[config.mk]
export PLATFORM = sky130hd
export DESIGN_NAME = tlge_row_unit
export DESIGN_NICKNAME = d
export VERILOG_FILES = /design/src/rtl/core/assert_macros.svh /design/src/rtl/core/tlge_pkg.sv /design/src/rtl/core/tlge_row_unit.sv
export SDC_FILE = /design/constraint.sdc
export NUM_CORES = 2
export LEC_CHECK = 0
export BUFFER_PORTS_ARGS = -buffer_cell sky130_fd_sc_hd__buf_2
export CAP_MARGIN = 20
export CORE_AREA = 5 5 405 407
export DETAILED_ROUTE_END_ITERATION = 7
export DIE_AREA = 0 0 410 412
export PLACE_DENSITY_LB_ADDON = 0.3
export REMOVE_ABC_BUFFERS = 1
export SLEW_MARGIN = 30
export SYNTH_ARGS = -nofsm -noshare
export SYNTH_HDL_FRONTEND = slang
export SYNTH_SLANG_ARGS = --single-unit
[constraint.sdc]
create_clock -name vclk -period 17.71
set_input_delay 5.313 -clock vclk [all_inputs]
set_output_delay 5.313 -clock vclk [all_outputs]
set_load 0.05 [all_outputs]
[src/rtl/core/assert_macros.svh]
// ----------------------------------------------------------------------------
// Assertion macros
// Shared concurrent assertion forms, clocked on a rising edge and disabled
// while the asynchronous reset is asserted.
// ----------------------------------------------------------------------------
`ifndef ASSERT_MACROS_SVH
`define ASSERT_MACROS_SVH

// Same-cycle implication.
`define ASSERT_IMPLY(lbl, clk, rst_n, ante, cons) \
	lbl: assert property (@(posedge clk) disable iff (!rst_n) (ante) |-> (cons)) \
		else $error("same-cycle implication violated");

// Next-cycle implication.
`define ASSERT_NEXT(lbl, clk, rst_n, ante, cons) \
	lbl: assert property (@(posedge clk) disable iff (!rst_n) (ante) |=> (cons)) \
		else $error("next-cycle implication violated");

`endif

[src/rtl/core/tlge_pkg.sv]
// ----------------------------------------------------------------------------
// Life engine package
// Request/response types, function and register codes, sequencer states and
// the per-cell rule.
// ----------------------------------------------------------------------------
package tlge_pkg;

	localparam int CFG_IDX_W  = 2;
	localparam int CFG_DATA_W = 9;
	localparam int MIN_DIM    = 3;
	localparam int RST_DIM    = 200;

	localparam logic [CFG_IDX_W-1:0] REG_GRID_WIDTH  = 2'd0;
	localparam logic [CFG_IDX_W-1:0] REG_GRID_HEIGHT = 2'd1;

	localparam logic [1:0] FUNC_WRITE   = 2'd0;
	localparam logic [1:0] FUNC_READ    = 2'd1;
	localparam logic [1:0] FUNC_ADVANCE = 2'd2;

	localparam logic [3:0] BIRTH_COUNT   = 4'd3;
	localparam logic [3:0] SURVIVE_COUNT = 4'd2;

	typedef struct packed {
		logic [1:0]  func;
		logic [7:0]  row;
		logic [7:0]  col;
		logic        cell_in;
		logic [15:0] step_count;
	} req_t;

	typedef struct packed {
		logic        cell_out;
		logic [15:0] generations_done;
	} rsp_t;

	typedef enum logic [2:0] {
		ST_CLEAR,
		ST_IDLE,
		ST_G_LAST,
		ST_G_FIRST,
		ST_G_SECOND,
		ST_G_ROW,
		ST_RD,
		ST_CELL
	} state_t;

	// Conway rule: birth on 3, survival on 2 or 3.
	function automatic logic life_next(input logic alive, input logic [7:0] nbr);
		logic [3:0] n;
		n = '0;
		for (int i = 0; i < 8; i++) begin
			n = n + {3'b000, nbr[i]};
		end
		return (n == BIRTH_COUNT) || (alive && (n == SURVIVE_COUNT));
	endfunction

endpackage

[src/rtl/core/tlge_row_unit.sv]
// ----------------------------------------------------------------------------
// Life row unit
// Next generation of one row from the rows above, at and below it, with
// horizontal wrap at the configured width. Columns past the width keep their
// value and never count as changed.
// ----------------------------------------------------------------------------
module tlge_row_unit #(
	parameter int GRID_W = 256,
	localparam int WW = $clog2(GRID_W + 1)
) (
	input  logic [GRID_W-1:0] above,
	input  logic [GRID_W-1:0] cur,
	input  logic [GRID_W-1:0] below,
	input  logic [WW-1:0]     width,
	output logic [GRID_W-1:0] next_row,
	output logic              changed
);

	localparam int CAW = $clog2(GRID_W);

	logic [CAW-1:0]    wm1;
	logic              a_wrap, c_wrap, b_wrap;
	logic [GRID_W-1:0] diff;

	// left neighbor of column 0 is the last column in use
	assign wm1    = CAW'(width - WW'(1));
	assign a_wrap = above[wm1];
	assign c_wrap = cur[wm1];
	assign b_wrap = below[wm1];

	for (genvar c = 0; c < GRID_W; c++) begin : g_col
		logic       in_use;
		logic       al, cl, bl, ar, cr, br;
		logic [7:0] nb;
		logic       nv;

		assign in_use = WW'(c) < width;

		if (c == 0) begin : g_left_wrap
			assign al = a_wrap;
			assign cl = c_wrap;
			assign bl = b_wrap;
		end else begin : g_left
			assign al = above[c-1];
			assign cl = cur[c-1];
			assign bl = below[c-1];
		end

		if (c == GRID_W - 1) begin : g_right_wrap
			assign ar = above[0];
			assign cr = cur[0];
			assign br = below[0];
		end else begin : g_right
			logic at_right;
			assign at_right = WW'(c + 1) == width;
			assign ar = at_right ? above[0] : above[c+1];
			assign cr = at_right ? cur[0]   : cur[c+1];
			assign br = at_right ? below[0] : below[c+1];
		end

		assign nb          = {al, above[c], ar, cl, cr, bl, below[c], br};
		assign nv          = tlge_pkg::life_next(cur[c], nb);
		assign next_row[c] = in_use ? nv : cur[c];
		assign diff[c]     = in_use && (nv != cur[c]);
	end

	assign changed = |diff;

endmodule

==> results.md <==
Worst setup path:
- The type of the worst setup path is in -> out.
- The required time at the endpoint of the critical path is between 10,000 and 15,000 ps.
- For the worst setup path, the data arrival time is around 12,000 ps.
- The capturing element type of the critical path is a primary output.
- The largest driver fanout on the critical path is 27.
- The nature of the critical path startpoint is an input pin.

Route:
- The total length of routed met2 wires is roughly 160,000 µm.
- Dividing the detail-routed via count by the number of cells gives about 6.5.
- The met1 wire length is roughly 130,000 µm.
- Summed over all layers, the routed wires come to around 380,000 µm.
- The number of iterations in the first detailed-routing pass is 8.
- The average wire per cell in the routed design is approximately 37 µm.
- The detailed router finished its first iteration with 8,077 violations.
- After detailed routing, the number of remaining DRC violations is 4.
- The top routing layer in use is met5.
- The met3 routed wirelength is a little under 50,000 µm.
- Across all layers, the routed design uses between 60,000 and 70,000 vias.
- In this run the remaining antenna-violating nets after routing total 0.

Logic synthesis:
- The cell count after synthesis is 7,087.
- The synthesized cell area is about 65,000 µm².
- The number of distinct library cells after synthesis is 87.
- The Yosys step of the flow raised 0 warnings.
- The post-synthesis sequential area ratio is 0%.
- A synthesized cell averages 9.18 µm².

Timing:
- Setup violations remaining at the end of the flow were counted as 0.
- Derived from the worst setup path, the maximum achievable clock frequency is approximately 57 MHz.
- For the pin with the worst max-slew slack, the measured transition is ~1200 ps.
- The number of slew-limit violations in the final report is 0.
- In the finished design, the share of the clock period the worst path needs comes to roughly 100%.
- The worst path in the final design needs a cycle of roughly 18,000 ps, including I/O delays and setup.
- The total count of hold-check failures in the final report is 0.
- Headroom to the max-slew limit came out at between 10% and 20%.
- Setup repair after global routing left no endpoint under its margin.

Finish:
- The area taken by flip-flops and latches is 0 µm².
- The number of nets in the layout is around 11,000.
- Clock buffers in the final layout number 0.
- The sequential cell count is 0.
- Compared with the post-synthesis result, the final layout area differs by 16.0%.
- After filler insertion, the fill cell instance count of the layout stands at 15,600.
- Once layout is complete, the cells apart from fillers number around 10,000.
- The share of final-layout standard cells stronger than drive strength 1 is roughly 25%.

Power:
- IR analysis of the VDD net gives a maximum drop of about 0.08 mV.
- For this design the static power due to leakage is 0.0368 µW.
- The total power divided by cell area is around 76 nW/µm².
- The total design power is around 5700 µW.

GRT:
- Global routing finished with a remaining overflow of 0.
- The number of antenna violations at the first check in global routing is between 100 and 150.
- The number of global-route vias before repair is about 67,000.
- Global routing consumed, over all layers together, 43.6% of the routing resources.
- The wire length of the first global-routing pass is ~520,000 µm.
- The largest net degree at the start of global routing is between 100 and 150.

Placement:
- The congestion estimate from routability-driven global placement came to 1.10.
- After legalization and detailed placement, the total HPWL measured 330,000 µm.
- After detailed placement, the design holds a cell count of a little over 10,000.
- The port buffer count is about 1,000.

CTS:
- The number of buffers added to fix hold violations after cts is 0.

Status:
- The run finished, with violations left.
- The checks that failed: design-rule violations.

Floorplanning:
- From bottom edge to top edge, the die measures 412 µm.
- The number of rows in the core area is 147.
- 1,034 I/O pins were placed.
- The floorplan die width is 410 µm.
- For this configuration, the core starts out at a cell density of between 40% and 50%.
- The floorplan step defined a core boundary enclosing about 160,000 µm².
- The area of the die is around 170,000 µm².

Worst hold path:
- The worst min-delay path class is in -> out.

Run:
- The tool flagged a number of max-cap violations equal to 0.
-- worst paths after layout --
kind     start            to  slack, ps  cells after the start
max   width[1]       changed         20                     24
min    cur[57]  next_row[57]      11140                      4
-- through the flow --
stage	instance area [µm²]	hold slack [ps]	util, %	setup slack (ps)	setup TNS (ps)
2_1_floorplan	63900	10910	-	-3180	-5770
3_3_place_gp	75100	11130	47.0	-390	-390
3_5_place_dp	75100	11140	47.0	-326	-326
6_report	75500	11140	47.2	21.9	0
5_1_grt	75400	11150	47.2	12.5	0
4_1_cts	75200	11140	47.0	0.894	0
-- power by group --
| part | switching (µW) | total [µW] | internal [µW] |
|---|---|---|---|
| combinational | 3740 | 5740 | 2010 |
| sequential | 0 | 0 | 0 |
| clock | 0 | 0.000128 | 0.000127 |
| total | 3740 | 5740 | 2010 |
-- synthesized netlist by cell type (143+ instances only) --
library cell               instances  area share, %
sky130_fd_sc_hd__fa_1           1024             31
sky130_fd_sc_hd__and3_1          188            1.8
sky130_fd_sc_hd__nand2_1         535            3.1
sky130_fd_sc_hd__nor2b_1         158            1.5
sky130_fd_sc_hd__nor2_1          347            2.0
sky130_fd_sc_hd__ha_1            772             15
sky130_fd_sc_hd__a21oi_1         836            6.4
sky130_fd_sc_hd__mux4_2          243            8.4
sky130_fd_sc_hd__mux2i_1         538            8.3
sky130_fd_sc_hd__inv_1           799            4.6
sky130_fd_sc_hd__o21ai_0         449            3.5
sky130_fd_sc_hd__clkbuf_1        143           0.82
sky130_fd_sc_hd__mux2_2          251            4.3
-- placed cells by master (no fill, tap or decap), types with 15 or more instances in the layout --
cell	count
sky130_fd_sc_hd__a21oi_1	829
sky130_fd_sc_hd__a22oi_1	68
sky130_fd_sc_hd__a31oi_1	19
sky130_fd_sc_hd__and2_1	39
sky130_fd_sc_hd__and3_1	188
sky130_fd_sc_hd__and4b_1	32
sky130_fd_sc_hd__buf_12	25
sky130_fd_sc_hd__buf_2	1027
sky130_fd_sc_hd__buf_4	372
sky130_fd_sc_hd__diode_2	73
sky130_fd_sc_hd__fa_1	1024
sky130_fd_sc_hd__ha_1	770
sky130_fd_sc_hd__inv_1	797
sky130_fd_sc_hd__mux2_2	251
sky130_fd_sc_hd__mux2i_1	538
sky130_fd_sc_hd__mux4_2	243
sky130_fd_sc_hd__nand2_1	534
sky130_fd_sc_hd__nand2b_1	34
sky130_fd_sc_hd__nand3_1	73
sky130_fd_sc_hd__nand4_1	28
sky130_fd_sc_hd__nor2_1	345
sky130_fd_sc_hd__nor2b_1	157
sky130_fd_sc_hd__nor3_1	31
sky130_fd_sc_hd__nor3b_1	46
sky130_fd_sc_hd__o211ai_1	20
sky130_fd_sc_hd__o21ai_0	438
sky130_fd_sc_hd__o21ai_1	18
sky130_fd_sc_hd__or2_2	20
sky130_fd_sc_hd__xnor2_1	15
sky130_fd_sc_hd__xor2_1	22
-- area by class of cell --
type	instances	area, µm²	share of cell area (%)
inverters	800	3010	3.98
diodes	73	183	0.242
well taps	2086	2610	3.46
repair buffers	1432	8550	11.3
multi-input cells	6041	61100	81.0
-- kinds of logic after synthesis --
| logic type | synth area share [%] |
|---|---|
| AO/OA/AOI/OAI | 13.1 |
| XOR/XNOR | 0.565 |
| adder cells (fa/ha/maj) | 46.3 |
| buffers and inverters | 6.41 |
| AND/OR/NAND/NOR | 12.6 |
| multiplexers | 21.0 |
-- critical path: stages --
cell and delay (ps):
sky130_fd_sc_hd__clkbuf_4 180, sky130_fd_sc_hd__buf_4 130, sky130_fd_sc_hd__buf_4 370, sky130_fd_sc_hd__nand2_1 370, sky130_fd_sc_hd__or3_1 480, sky130_fd_sc_hd__nor3_1 390
sky130_fd_sc_hd__buf_4 270, sky130_fd_sc_hd__mux2i_1 250, sky130_fd_sc_hd__fa_1 450, sky130_fd_sc_hd__inv_1 90, sky130_fd_sc_hd__fa_1 420, sky130_fd_sc_hd__ha_1 220
sky130_fd_sc_hd__fa_1 380, sky130_fd_sc_hd__and2_1 170, sky130_fd_sc_hd__a21oi_1 250, sky130_fd_sc_hd__or4b_2 220, sky130_fd_sc_hd__a221oi_1 80, sky130_fd_sc_hd__buf_4 220
sky130_fd_sc_hd__a2111oi_2 560, sky130_fd_sc_hd__nand4_1 230, sky130_fd_sc_hd__nor4_1 320, sky130_fd_sc_hd__nand4_1 190, sky130_fd_sc_hd__or4_4 580, sky130_fd_sc_hd__buf_8 190
-- timing repair --
action                     4_1_cts  5_1_grt
setup endpoints to repair        1        1
pin swaps                        1        5
gates resized for setup         10       12
cloned                           0        1
setup buffers                    2        2
-- metal layers --
| layer | global-route usage [%] | vias up |
|---|---|---|
| met2 | 65.0 | 4866 |
| met5 | 0 | - |
| met4 | 35.6 | 56 |
| met1 | 50.8 | 33600 |
| met3 | 15.1 | 1420 |
| li1 | - | 27500 |
Power figures use the tool's default switching activity.
